File: config.mk
export PLATFORM = sky130hd
export DESIGN_NAME = longest_literal_run_finder
export DESIGN_NICKNAME = d
export VERILOG_FILES = /design/src/sv/llrf_pkg.sv /design/src/sv/llrf_front.sv /design/src/sv/llrf_queue.sv /design/src/sv/llrf_back.sv /design/src/sv/longest_literal_run_finder.sv
export SDC_FILE = /design/constraint.sdc
export NUM_CORES = 1
export LEC_CHECK = 0
export BUFFER_PORTS_ARGS = -buffer_cell sky130_fd_sc_hd__clkbuf_2
export CAP_MARGIN = 40
export CORE_ASPECT_RATIO = 1.75
export CORE_UTILIZATION = 60
export CTS_BUF_LIST = sky130_fd_sc_hd__clkbuf_4 sky130_fd_sc_hd__clkbuf_8
export DETAILED_ROUTE_END_ITERATION = 8
export PLACE_DENSITY = 0.79
export SYNTH_ARGS = -nofsm -noshare
export SYNTH_HDL_FRONTEND = slang
export SYNTH_SLANG_ARGS = --single-unit
File: constraint.sdc
create_clock -name clk -period 12.9 [get_ports clk]
set_clock_uncertainty 0.1 [all_clocks]
set_input_delay 2.58 -clock clk [delete_from_list [all_inputs] [get_ports clk]]
set_output_delay 2.58 -clock clk [all_outputs]
set_load 0.02 [all_outputs]
File: src/sv/llrf_pkg.sv
// ----------------------------------------------------------------------------
// llrf_pkg
// Shared types and constants for the longest literal run finder: beat
// layouts, the classified byte that the front passes to the back, status
// codes and the special characters of the pattern syntax.
// ----------------------------------------------------------------------------
package llrf_pkg;

  // Special characters of the pattern syntax.
  localparam logic [7:0] CH_BACKSLASH = 8'h5C;
  localparam logic [7:0] CH_LBRACKET  = 8'h5B;
  localparam logic [7:0] CH_RBRACKET  = 8'h5D;
  localparam logic [7:0] CH_BAR       = 8'h7C;
  localparam logic [7:0] CH_LPAREN    = 8'h28;
  localparam logic [7:0] CH_RPAREN    = 8'h29;
  localparam logic [7:0] CH_QUESTION  = 8'h3F;
  localparam logic [7:0] CH_STAR      = 8'h2A;
  localparam logic [7:0] CH_LBRACE    = 8'h7B;
  localparam logic [7:0] CH_RBRACE    = 8'h7D;
  localparam logic [7:0] CH_DOT       = 8'h2E;
  localparam logic [7:0] CH_PLUS      = 8'h2B;
  localparam logic [7:0] CH_CARET     = 8'h5E;
  localparam logic [7:0] CH_DOLLAR    = 8'h24;
  localparam logic [7:0] CH_SLASH     = 8'h2F;

  // Width of the threshold register.
  localparam int unsigned MinLenWidth = 11;

  // Depth of the queue between front and back.
  localparam int unsigned QueueDepth = 2;

  // Result status codes.
  typedef enum logic [1:0] {
    ST_FOUND       = 2'd0,
    ST_ALTERNATION = 2'd1,
    ST_TOO_SHORT   = 2'd2,
    ST_TOO_LONG    = 2'd3
  } status_t;

  // Input beat: one pattern byte.
  typedef struct packed {
    logic [7:0] pattern_byte;
    logic       is_regex;
    logic       last_byte;
  } in_beat_t;

  // Output beat: one result per pattern.
  typedef struct packed {
    status_t     status;
    logic [9:0]  run_offset;
    logic [10:0] run_length;
  } out_beat_t;

  // Classified byte. Regex-only flags are already gated with the mode.
  typedef struct packed {
    logic rx;        // regex mode
    logic last;      // final byte of the pattern
    logic escape;    // regex backslash
    logic cls_open;  // regex '['
    logic cls_close; // regex ']'
    logic bar;       // regex '|'
    logic grp_open;  // regex '('
    logic grp_close; // regex ')'
    logic brk;       // break character in the current mode
    logic drop;      // regex '?', '*' or '{': drop the last run byte
  } op_t;

endpackage

File: src/sv/llrf_front.sv
// ----------------------------------------------------------------------------
// llrf_front
// Accepts pattern bytes and classifies each one into an op for the back end.
// A byte is taken whenever the queue has room.
// ----------------------------------------------------------------------------
module llrf_front (
  input  logic              in_valid,
  output logic              in_ready,
  input  llrf_pkg::in_beat_t in_data,
  input  logic              q_full,
  output logic              q_push,
  output llrf_pkg::op_t     q_op
);
  import llrf_pkg::*;

  logic [7:0] c;
  logic       rx;
  logic       brk_any;
  logic       brk_rx;

  // Handshake toward the queue.
  assign in_ready = !q_full;
  assign q_push   = in_valid && !q_full;

  assign c  = in_data.pattern_byte;
  assign rx = in_data.is_regex;

  // Break characters in both modes and in regex mode only.
  assign brk_any = (c == CH_DOT) || (c == CH_QUESTION) || (c == CH_STAR) ||
                   (c == CH_PLUS) || (c == CH_CARET) || (c == CH_DOLLAR);
  assign brk_rx  = (c == CH_BAR) || (c == CH_SLASH) || (c == CH_LPAREN) ||
                   (c == CH_RPAREN) || (c == CH_LBRACKET) || (c == CH_RBRACKET) ||
                   (c == CH_LBRACE) || (c == CH_RBRACE);

  // Build the op.
  always_comb begin
    q_op           = '0;
    q_op.rx        = rx;
    q_op.last      = in_data.last_byte;
    q_op.escape    = rx && (c == CH_BACKSLASH);
    q_op.cls_open  = rx && (c == CH_LBRACKET);
    q_op.cls_close = rx && (c == CH_RBRACKET);
    q_op.bar       = rx && (c == CH_BAR);
    q_op.grp_open  = rx && (c == CH_LPAREN);
    q_op.grp_close = rx && (c == CH_RPAREN);
    q_op.brk       = brk_any || (rx && brk_rx);
    q_op.drop      = rx && ((c == CH_QUESTION) || (c == CH_STAR) || (c == CH_LBRACE));
  end

endmodule

File: src/sv/llrf_queue.sv
// ----------------------------------------------------------------------------
// llrf_queue
// Small register queue of classified ops between front and back, so each
// side can stall on its own.
// ----------------------------------------------------------------------------
module llrf_queue (
  input  logic          clk,
  input  logic          rst,
  input  logic          push,
  input  llrf_pkg::op_t push_op,
  output logic          full,
  input  logic          pop,
  output logic          not_empty,
  output llrf_pkg::op_t head_op
);
  import llrf_pkg::*;

  localparam int unsigned PtrW = (QueueDepth > 1) ? $clog2(QueueDepth) : 1;
  localparam int unsigned CntW = $clog2(QueueDepth + 1);

  op_t             slots [QueueDepth];
  logic [PtrW-1:0] wr_ptr;
  logic [PtrW-1:0] rd_ptr;
  logic [CntW-1:0] count;

  assign full      = (count == CntW'(QueueDepth));
  assign not_empty = (count != '0);
  assign head_op   = slots[rd_ptr];

  // Pointers and fill count.
  always_ff @(posedge clk) begin
    if (rst) begin
      wr_ptr <= '0;
      rd_ptr <= '0;
      count  <= '0;
    end else begin
      if (push) begin
        wr_ptr <= (wr_ptr == PtrW'(QueueDepth - 1)) ? '0 : wr_ptr + 1'b1;
      end
      if (pop) begin
        rd_ptr <= (rd_ptr == PtrW'(QueueDepth - 1)) ? '0 : rd_ptr + 1'b1;
      end
      if (push && !pop) begin
        count <= count + 1'b1;
      end else if (pop && !push) begin
        count <= count - 1'b1;
      end
    end
  end

  // Slot storage.
  always_ff @(posedge clk) begin
    if (push) begin
      slots[wr_ptr] <= push_op;
    end
  end

endmodule

File: src/sv/llrf_back.sv
// ----------------------------------------------------------------------------
// llrf_back
// Executes classified ops against the run tracking state, one per cycle unless
// a final byte meets a busy result slot; each result is held in an output register.
// ----------------------------------------------------------------------------
module llrf_back #(
  parameter int unsigned MAX_LEN = 1024
) (
  input  logic                clk,
  input  logic                rst,
  input  logic                cfg_we,
  input  logic [10:0]         cfg_data,
  input  logic                q_not_empty,
  input  llrf_pkg::op_t       q_head,
  output logic                q_pop,
  output logic                out_valid,
  input  logic                out_ready,
  output llrf_pkg::out_beat_t out_data
);
  import llrf_pkg::*;

  // Position, lengths and depth can all reach MAX_LEN; offsets stay below it.
  localparam int unsigned LenW = $clog2(MAX_LEN + 1);
  localparam int unsigned OffW = $clog2(MAX_LEN);
  localparam logic [LenW-1:0] MaxPos = LenW'(MAX_LEN);

  logic [MinLenWidth-1:0] min_run_length;
  logic [LenW-1:0]        byte_position, byte_position_next;
  logic [OffW-1:0]        current_offset, current_offset_next;
  logic [LenW-1:0]        current_length, current_length_next;
  logic [OffW-1:0]        best_offset, best_offset_next;
  logic [LenW-1:0]        best_length, best_length_next;
  logic                   inside_class, inside_class_next;
  logic [LenW-1:0]        group_depth, group_depth_next;
  logic                   skip_next, skip_next_next;
  logic                   alternation_seen, alternation_seen_next;
  logic                   overflowed, overflowed_next;
  logic                   out_valid_next;
  out_beat_t              out_data_next;

  logic                   close_en;
  logic [LenW-1:0]        close_len;
  logic [LenW-1:0]        final_len;
  logic [OffW-1:0]        final_off;
  logic [LenW+MinLenWidth-1:0] cmp_best;
  logic [LenW+MinLenWidth-1:0] cmp_min;
  logic [OffW+9:0]        off_wide;
  logic [LenW+10:0]       len_wide;

  // An op leaves the queue unless it is a final byte and the result slot is busy.
  assign q_pop = q_not_empty && (!q_head.last || !out_valid || out_ready);

  // Per-byte state update.
  always_comb begin
    byte_position_next    = byte_position;
    current_offset_next   = current_offset;
    current_length_next   = current_length;
    best_offset_next      = best_offset;
    best_length_next      = best_length;
    inside_class_next     = inside_class;
    group_depth_next      = group_depth;
    skip_next_next        = skip_next;
    alternation_seen_next = alternation_seen;
    overflowed_next       = overflowed;
    close_en              = 1'b0;
    close_len             = current_length;

    if (q_pop && !alternation_seen && !overflowed) begin
      if (byte_position == MaxPos) begin
        overflowed_next = 1'b1;
      end else begin
        byte_position_next = byte_position + 1'b1;
        if (skip_next) begin
          skip_next_next = 1'b0;
        end else if (q_head.escape) begin
          close_en       = 1'b1;
          skip_next_next = 1'b1;
        end else if (q_head.bar && !inside_class) begin
          alternation_seen_next = 1'b1;
        end else begin
          // Class and group tracking.
          if (q_head.cls_open) begin
            inside_class_next = 1'b1;
          end else if (q_head.cls_close) begin
            inside_class_next = 1'b0;
          end else if (q_head.grp_open && !inside_class) begin
            group_depth_next = group_depth + 1'b1;
          end else if (q_head.grp_close && !inside_class && group_depth != '0) begin
            group_depth_next = group_depth - 1'b1;
          end
          // Break, grouped byte, or literal.
          if (q_head.brk) begin
            close_en = 1'b1;
            if (q_head.drop && current_length != '0) begin
              close_len = current_length - 1'b1;
            end
          end else if (q_head.rx && group_depth_next != '0) begin
            close_en = 1'b1;
          end else begin
            if (current_length == '0) begin
              current_offset_next = byte_position[OffW-1:0];
            end
            current_length_next = current_length + 1'b1;
          end
        end
      end
    end

    // Close the current run and keep it if strictly longer.
    if (close_en) begin
      if (close_len > best_length) begin
        best_length_next = close_len;
        best_offset_next = current_offset;
      end
      current_length_next = '0;
    end
  end

  // Final close of the open run at the end of the pattern.
  always_comb begin
    if (current_length_next > best_length_next) begin
      final_len = current_length_next;
      final_off = current_offset_next;
    end else begin
      final_len = best_length_next;
      final_off = best_offset_next;
    end
    cmp_best = {{MinLenWidth{1'b0}}, final_len};
    cmp_min  = {{LenW{1'b0}}, min_run_length};
    off_wide = {10'd0, final_off};
    len_wide = {11'd0, final_len};
  end

  // Result assembly and output slot control.
  always_comb begin
    out_valid_next = out_valid && !out_ready;
    out_data_next  = out_data;
    if (q_pop && q_head.last) begin
      out_valid_next           = 1'b1;
      out_data_next.run_offset = '0;
      out_data_next.run_length = '0;
      if (alternation_seen_next) begin
        out_data_next.status = ST_ALTERNATION;
      end else if (overflowed_next) begin
        out_data_next.status = ST_TOO_LONG;
      end else if (cmp_best < cmp_min) begin
        out_data_next.status = ST_TOO_SHORT;
      end else begin
        out_data_next.status     = ST_FOUND;
        out_data_next.run_offset = off_wide[9:0];
        out_data_next.run_length = len_wide[10:0];
      end
    end
  end

  // State registers; the pattern state clears after each final byte.
  always_ff @(posedge clk) begin
    if (rst) begin
      min_run_length   <= MinLenWidth'(3);
      byte_position    <= '0;
      current_offset   <= '0;
      current_length   <= '0;
      best_offset      <= '0;
      best_length      <= '0;
      inside_class     <= 1'b0;
      group_depth      <= '0;
      skip_next        <= 1'b0;
      alternation_seen <= 1'b0;
      overflowed       <= 1'b0;
      out_valid        <= 1'b0;
    end else begin
      if (cfg_we) begin
        min_run_length <= cfg_data;
      end
      out_valid <= out_valid_next;
      if (q_pop && q_head.last) begin
        byte_position    <= '0;
        current_offset   <= '0;
        current_length   <= '0;
        best_offset      <= '0;
        best_length      <= '0;
        inside_class     <= 1'b0;
        group_depth      <= '0;
        skip_next        <= 1'b0;
        alternation_seen <= 1'b0;
        overflowed       <= 1'b0;
      end else begin
        byte_position    <= byte_position_next;
        current_offset   <= current_offset_next;
        current_length   <= current_length_next;
        best_offset      <= best_offset_next;
        best_length      <= best_length_next;
        inside_class     <= inside_class_next;
        group_depth      <= group_depth_next;
        skip_next        <= skip_next_next;
        alternation_seen <= alternation_seen_next;
        overflowed       <= overflowed_next;
      end
    end
  end

  // Result payload register.
  always_ff @(posedge clk) begin
    out_data <= out_data_next;
  end

endmodule

File: src/sv/longest_literal_run_finder.sv
// ----------------------------------------------------------------------------
// longest_literal_run_finder
// Finds the longest literal run of a filter pattern streamed one byte a beat.
// ----------------------------------------------------------------------------
// The block takes one pattern byte per cycle, back to back, while the queue
// has room, and returns one result beat per pattern, registered in the output
// register when the back end takes the final byte from the queue. A front
// end classifies each byte, a two-entry queue holds the classified bytes,
// and a back end updates the run state one byte a cycle; the back end's
// single state update per cycle sets the rate of one byte per cycle. The
// result waits in an output register, and input bytes keep flowing while it
// waits, until the queue fills behind a further final byte. min_run_length
// may be written only while no pattern is in flight.
module longest_literal_run_finder #(
  parameter int unsigned MAX_LEN = 1024
) (
  input  logic                clk,
  input  logic                rst,
  input  logic                in_valid,
  output logic                in_ready,
  input  llrf_pkg::in_beat_t  in_data,
  output logic                out_valid,
  input  logic                out_ready,
  output llrf_pkg::out_beat_t out_data,
  input  logic                cfg_we,
  input  logic [10:0]         cfg_data
);
  import llrf_pkg::*;

  logic q_full;
  logic q_push;
  logic q_pop;
  logic q_not_empty;
  op_t  q_op;
  op_t  q_head;

  // Byte classification.
  llrf_front u_front (
    .in_valid (in_valid),
    .in_ready (in_ready),
    .in_data  (in_data),
    .q_full   (q_full),
    .q_push   (q_push),
    .q_op     (q_op)
  );

  // Decoupling queue.
  llrf_queue u_queue (
    .clk       (clk),
    .rst       (rst),
    .push      (q_push),
    .push_op   (q_op),
    .full      (q_full),
    .pop       (q_pop),
    .not_empty (q_not_empty),
    .head_op   (q_head)
  );

  // Run tracking and result.
  llrf_back #(
    .MAX_LEN (MAX_LEN)
  ) u_back (
    .clk         (clk),
    .rst         (rst),
    .cfg_we      (cfg_we),
    .cfg_data    (cfg_data),
    .q_not_empty (q_not_empty),
    .q_head      (q_head),
    .q_pop       (q_pop),
    .out_valid   (out_valid),
    .out_ready   (out_ready),
    .out_data    (out_data)
  );

endmodule

; ---- After elaboration in Yosys (flattened, before gate mapping)
; Memory sizes are Yosys's and may differ from the RTL's. A register that Yosys moved wholly into a read port is not among the register bits.
; Cells that the tools add are included.
; Widths: inputs -> output; s select.
[op_classes]
n_bitwise = 4
n_lt_le_gt_ge = 3
reduce_logical = 61
eq_ne = 17
muxes = 67
addsub = 9
[op_table]
columns = op, count
row1 = $mux 11, 27
row2 = $mux 10, 11
row3 = $eq 8x6->1 const B, 8
row4 = $eq 8x7->1 const B, 7
row5 = $add 11x1->11 const B, 3
row6 = $reduce_bool 11->1, 3
row7 = $mux 1, 25
row8 = $gt 11x11->1, 2
row9 = $logic_and 1x1->1, 22
row10 = $sub 11x1->11 const B, 2
row11 = $logic_or 1x1->1, 17
row12 = $eq 11x11->1 const B, 1
row13 = $logic_not 11->1, 1
row14 = $lt 11x11->1, 1
row15 = $logic_not 1->1, 9
row16 = $mux 2, 4
row17 = $reduce_and 6->1, 1
row18 = $reduce_bool 2->1, 3
row19 = $reduce_and 5->1, 1
row20 = $not 1->1, 4
row21 = $reduce_or 2->1, 2
row22 = $reduce_or 3->1, 1
row23 = $add 1x1->1 const B, 2
row24 = $add 2x1->2 const B, 1
row25 = other kinds (3), 3
[word_totals]
n_memories = 1
out_inout_bits = 25
word_cells = 181
ram_bits = 20
regBits = 107
[mem_list]
columns = name, words, word_bits, read_ports, rd_clocked_by_memory_dff, write_ports, line
row1 = u_queue.slots, 2, 10, 1, 1, 1, llrf_queue.sv:21  ; op_t slots [QueueDepth];

; ---- Longest topological paths before layout
[logic_depth]
depth_word = 27
mapped_depth = 44
mapped_depth_nobuf = 40

; ---- Hierarchy
; Synthesis repeated with hierarchy kept, for this count alone.
[hier_totals]
hier_cells = 848
hier_area_um2 = 7579.8
[modules_own_cells]
columns = module, instances, area_per_inst_um2, cells_per_inst
row1 = llrf_back, 1, 6401.1, 754
row2 = llrf_queue, 1, 928.4, 53
row3 = llrf_front, 1, 250.2, 41

; ---- Worst setup path after synthesis
; No wires, ideal clock.
[synth_path]
path_kind = input port to flip-flop
start = input out_ready
end = register, netlist name u_back.out_data[11]
setup_slack_ns = 2.368
setup_ns = 0.271
n_path_buf = 5
required_time_ns = 12.529
stages = 40
arrival_time_ns = 10.161
cell_sequence = nand2b_1 -> o221a_2 -> and2_1 -> clkbuf_1 -> nand3_1 -> nor4_1 -> nand2_1 -> or2_2 -> nor4_1 -> xor2_1 -> ha_1 -> o21ai_0 -> a21oi_1 -> o211ai_1 -> a211oi_1 -> clkbuf_1 -> clkbuf_1 -> nor2_1 -> [... 4 more ...] -> nand2b_1 -> a21o_1 -> or3_1 -> nand4_1 -> a21boi_1 -> o21ai_4 -> buf_2 -> mux2i_1 -> ha_1 -> a21o_1 -> a21o_1 -> a21oi_1 -> nor2_1 -> a211oi_1 -> a21oi_1 -> a21oi_4 -> buf_4 -> a2111oi_2
[synth_via]
elab_chain_len = 12
[synth_lines]
columns = item, line
row1 = "start, declared", longest_literal_run_finder.sv:23  ; input logic out_ready,
row2 = $logic_or 1x1->1 (*), llrf_back.sv:51  ; assign q_pop = q_not_empty && (!q_head.last || !out_valid || out_ready);
row3 = $logic_and 1x1->1 (*), llrf_back.sv:51
row4 = $logic_and 1x1->1 (*) (2 in series), llrf_back.sv:68  ; if (q_pop && !alternation_seen && !overflowed) begin
row5 = $mux 11, llrf_back.sv:68
row6 = $gt 11x11->1, llrf_back.sv:111  ; if (close_len > best_length) begin
row7 = $mux 11, llrf_back.sv:111
row8 = $mux 11, llrf_back.sv:110  ; if (close_en) begin
row9 = $gt 11x11->1, llrf_back.sv:121  ; if (current_length_next > best_length_next) begin
row10 = $mux 11 (*), llrf_back.sv:121
row11 = via u_back.final_len[4], llrf_back.sv:43  ; logic [LenW-1:0] final_len;
row12 = $lt 11x11->1 (*), llrf_back.sv:146  ; end else if (cmp_best < cmp_min) begin
row13 = $reduce_or 3->1 (no source line) (*), --
; Mark *: on every way through the listed nets, which the timed path passes. The rest lies on a longest branch.
; A chain may end at the register's enable or synchronous reset.

; ---- Worst setup path after layout
[layout_path]
start = input out_ready
end = register, netlist name u_back.out_data[17]
[layout_via]
elab_chain_len = 12
[layout_lines]
columns = item, line
row1 = $logic_or 1x1->1 (*), llrf_back.sv:51
row2 = $logic_and 1x1->1 (*), llrf_back.sv:51
row3 = $logic_and 1x1->1 (*) (2 in series), llrf_back.sv:68
row4 = $mux 11, llrf_back.sv:68
row5 = $gt 11x11->1, llrf_back.sv:111
row6 = $mux 11, llrf_back.sv:111
row7 = $mux 11, llrf_back.sv:110
row8 = $gt 11x11->1, llrf_back.sv:121
row9 = $mux 11 (*), llrf_back.sv:121
row10 = via u_back.final_len[4], llrf_back.sv:43
row11 = $lt 11x11->1 (*), llrf_back.sv:146
row12 = $reduce_or 3->1 (no source line) (*), --
; Marks and branches as above.

==> impl_metrics.json <==
{
  "status": "complete, no violations",
  "holdWs_ns": 0.3967,
  "startpoint": "out_ready",
  "grt_antenna_before_repair": 0,
  "cap_violations": 0,
  "htreeDepth": 4,
  "rsz0062_at_grt": "no",
  "power_density_nw_per_um2": 173.4,
  "track_usage_pct": 29.29,
  "clock-root-buffer": "clkbuf_8",
  "grt_pass1_wl_mm": 29.66,
  "placed_cells": 1031,
  "crit_type": "primary input to flip-flop",
  "fin_setup_tns_ns": 0,
  "hp-class": "flip-flop to flip-flop",
  "synth_nets": 915,
  "setup_slack_ns": 1.446,
  "synth_top_cell_area_share_pct": 22.53,
  "cp-start-kind": "primary input",
  "synth_seq_area_share_pct": 39.62,
  "pre_cts_slack_ns": 1.012,
  "synth_seq_cells": 128,
  "grt_pass1_vias": 6325,
  "dr.pass1.iters": 6,
  "peakVddDrop_v": 0.00009204,
  "cts_resized": 0,
  "die_h_um": 150.4,
  "worst_setup_path_end_kind": "flip-flop",
  "clock-sinks": 128,
  "hold_viol": 0,
  "overflow": 0,
  "diodes": 0,
  "p_leak_uw": 0.003491,
  "syn_area_sq_um": 7553,
  "synth_area_leaders": "dfxtp_1 (23%), edfxtp_1 (17%), nor2_1 (7.2%)",
  "synth_top_area_cell": "dfxtp_1",
  "viasPerCell": 6.107,
  "tightest_slew_ns": 0.9040,
  "path_max_fanout": 24,
  "max_stage_delay_ns": 0.67,
  "synth_flop_cell": "dfxtp_1",
  "max_freq_mhz": 87.30,
  "numPortBuffers": 50,
  "finalWirelength_mm": 18.12,
  "wire_per_inst_um": 17.03,
  "rows": 53,
  "grt_max_degree": 37,
  "synthArstFlopShare_pct": 0,
  "die_w_um": 86.82,
  "crit_top_cell": "a21oi_1",
  "synth_cells": 852,
  "cts_max_path_buffers": 2,
  "setup_viol": 0,
  "syn_to_final_growth_pct": 10.20,
  "gp_congestion": 0.9685,
  "synth_edf_count": 43,
  "avgSynthCellArea_sq_um": 8.866,
  "final_cells": 1064,
  "critPathRequiredTime_ns": 12.97,
  "drt_iter0_markers": 364,
  "ios": 51,
  "hold_start": "u_back.min_run_length[5]",
  "cts_hold_buffers": 0,
  "utilization_pct": 68.59,
  "post_cts_buffers": 0,
  "period_needed_ns": 11.45,
  "clkTransAtPathRegs_ns": 0.08,
  "drtAntennaViolNets": 0,
  "final_nets": 949,
  "ys.warnings.count": 0,
  "fin_crit_sh_pct": 88.79,
  "start_util_pct": 62.24,
  "drc_errors": 0,
  "path_buf_inv": 3,
  "cts_tree": "yes",
  "critPathTopFamily": "compound AO/OA/AOI/OAI gates",
  "die-area_sq_um": 13060,
  "relSlewSlack_pct": 39.59,
  "numCtsBuffers": 17,
  "synth.distinct_cells": 78,
  "critPathArrivalTime_ns": 11.52,
  "drive_above_1_share_pct": 13.46,
  "yosysMostFrequentCell": "nor2_1",
  "via_count": 6498,
  "maxSlewViolCount": 0,
  "core_sq_um": 12140,
  "netlist_top_cells_count": "nor2_1 (144), dfxtp_1 (85), nand2_1 (56)",
  "insertion_delay_ns": 0.44,
  "place_hpwl_mm": 13.60,
  "cp_slowest_cell": "o21ai_4"
}
==> worst reg2reg max path, delay by kind of cell (launching register included) <==
kind / cells / cell delay, ns
AO/OA/AOI/OAI: 18 / 4.65
flip-flops: 1 / 0.82
XOR/XNOR: 1 / 0.15
multiplexers: 2 / 0.75
AND/OR/NAND/NOR: 10 / 2.34
adder cells (fa/ha/maj): 3 / 0.94
buffers and inverters: 2 / 0.38
==> routing by layer <==
layer,vias to the layer above,part of all wire (%),global-route usage [%]
met5,-,0,0
met4,0,4.4,16.08
met2,222,53,54.33
li1,3128,-,-
met3,62,3.6,4.825
met1,3086,38,30.70
==> path summary, 6_finish.rpt <==
check                             endpoint  slack, ns  cells after the start
setup / recovery       u_back.out_data[17]       1.45                     37
hold / removal    u_back.min_run_length[5]       0.40                      2
hold reg to reg   u_back.min_run_length[5]       0.40                      2
setup reg to reg       u_back.out_data[17]       2.51                     36
==> report_power, final <==
part | internal [uW] | switching [uW]
sequential | 470 | 36.0
clock | 203 | 170
combinational | 190 | 375
total | 863 | 581
==> cell type report <==
class | count | area (sq um)
clock inverters | 13 | 175.2
multi-input cells | 636 | 4223
flip-flops and latches | 128 | 2993
inverters | 47 | 176.4
repair buffers | 56 | 295.3
well taps | 165 | 206.4
fillers | 1012 | 3811
clock buffers | 19 | 255.2
==> sequential cells by signal (all words and copies together), names as in the netlist, named ones only <==
signal and cells:
u_back.alternation_seen 1, u_back.best_length 11, u_back.best_offset 10, u_back.byte_position 11, u_back.current_length 11, u_back.current_offset 10, u_back.group_depth 11, u_back.inside_class 1
u_back.min_run_length 11, u_back.out_data 23, u_back.out_valid 1, u_back.overflowed 1, u_back.skip_next 1, u_queue.count 2, u_queue.rd_ptr 1, u_queue.slots 20
u_queue.wr_ptr 1
==> layout by cell type, fill, tap and decap left out, drive strengths merged, types with 4 or more instances in the layout <==
| cell | instances |
|---|---|
| o211ai | 8 |
| edfxtp | 43 |
| clkinv | 5 |
| nor3 | 33 |
| a211oi | 11 |
| o21ai | 24 |
| a31oi | 5 |
| nand2 | 56 |
| a21oi | 43 |
| mux2 | 7 |
| xnor2 | 22 |
| nor4 | 15 |
| clkbuf | 69 |
| or2 | 8 |
| or4 | 5 |
| ha | 37 |
| nand3 | 14 |
| buf | 6 |
| o31a | 4 |
| xor2 | 16 |
| nor2b | 13 |
| a21o | 10 |
| dfxtp | 85 |
| or3 | 12 |
| o211a | 4 |
| and3 | 5 |
| nor2 | 145 |
| nand4 | 20 |
| mux2i | 50 |
| inv | 51 |
| a2111oi | 7 |
| nand2b | 9 |
==> metrics by stage <==
step                      total power (uW)  area [sq um]
after detailed placement              1073          7886
final                                 1443          8324
after floorplan                      931.8          7553
after global placement                1055          7879
after global routing                  1521          8324
after CTS                             1446          8317
==> cells by family after synthesis <==
| logic type | count (synthesis) | synth area share (%) |
|---|---|---|
| AO/OA/AOI/OAI | 148 | 14.23 |
| XOR/XNOR | 39 | 4.704 |
| adder cells (fa/ha/maj) | 37 | 6.129 |
| buffers and inverters | 88 | 4.605 |
| flip-flops | 128 | 39.62 |
| multiplexers | 58 | 8.232 |
| AND/OR/NAND/NOR | 354 | 22.48 |
Power figures use the tool's default switching activity.
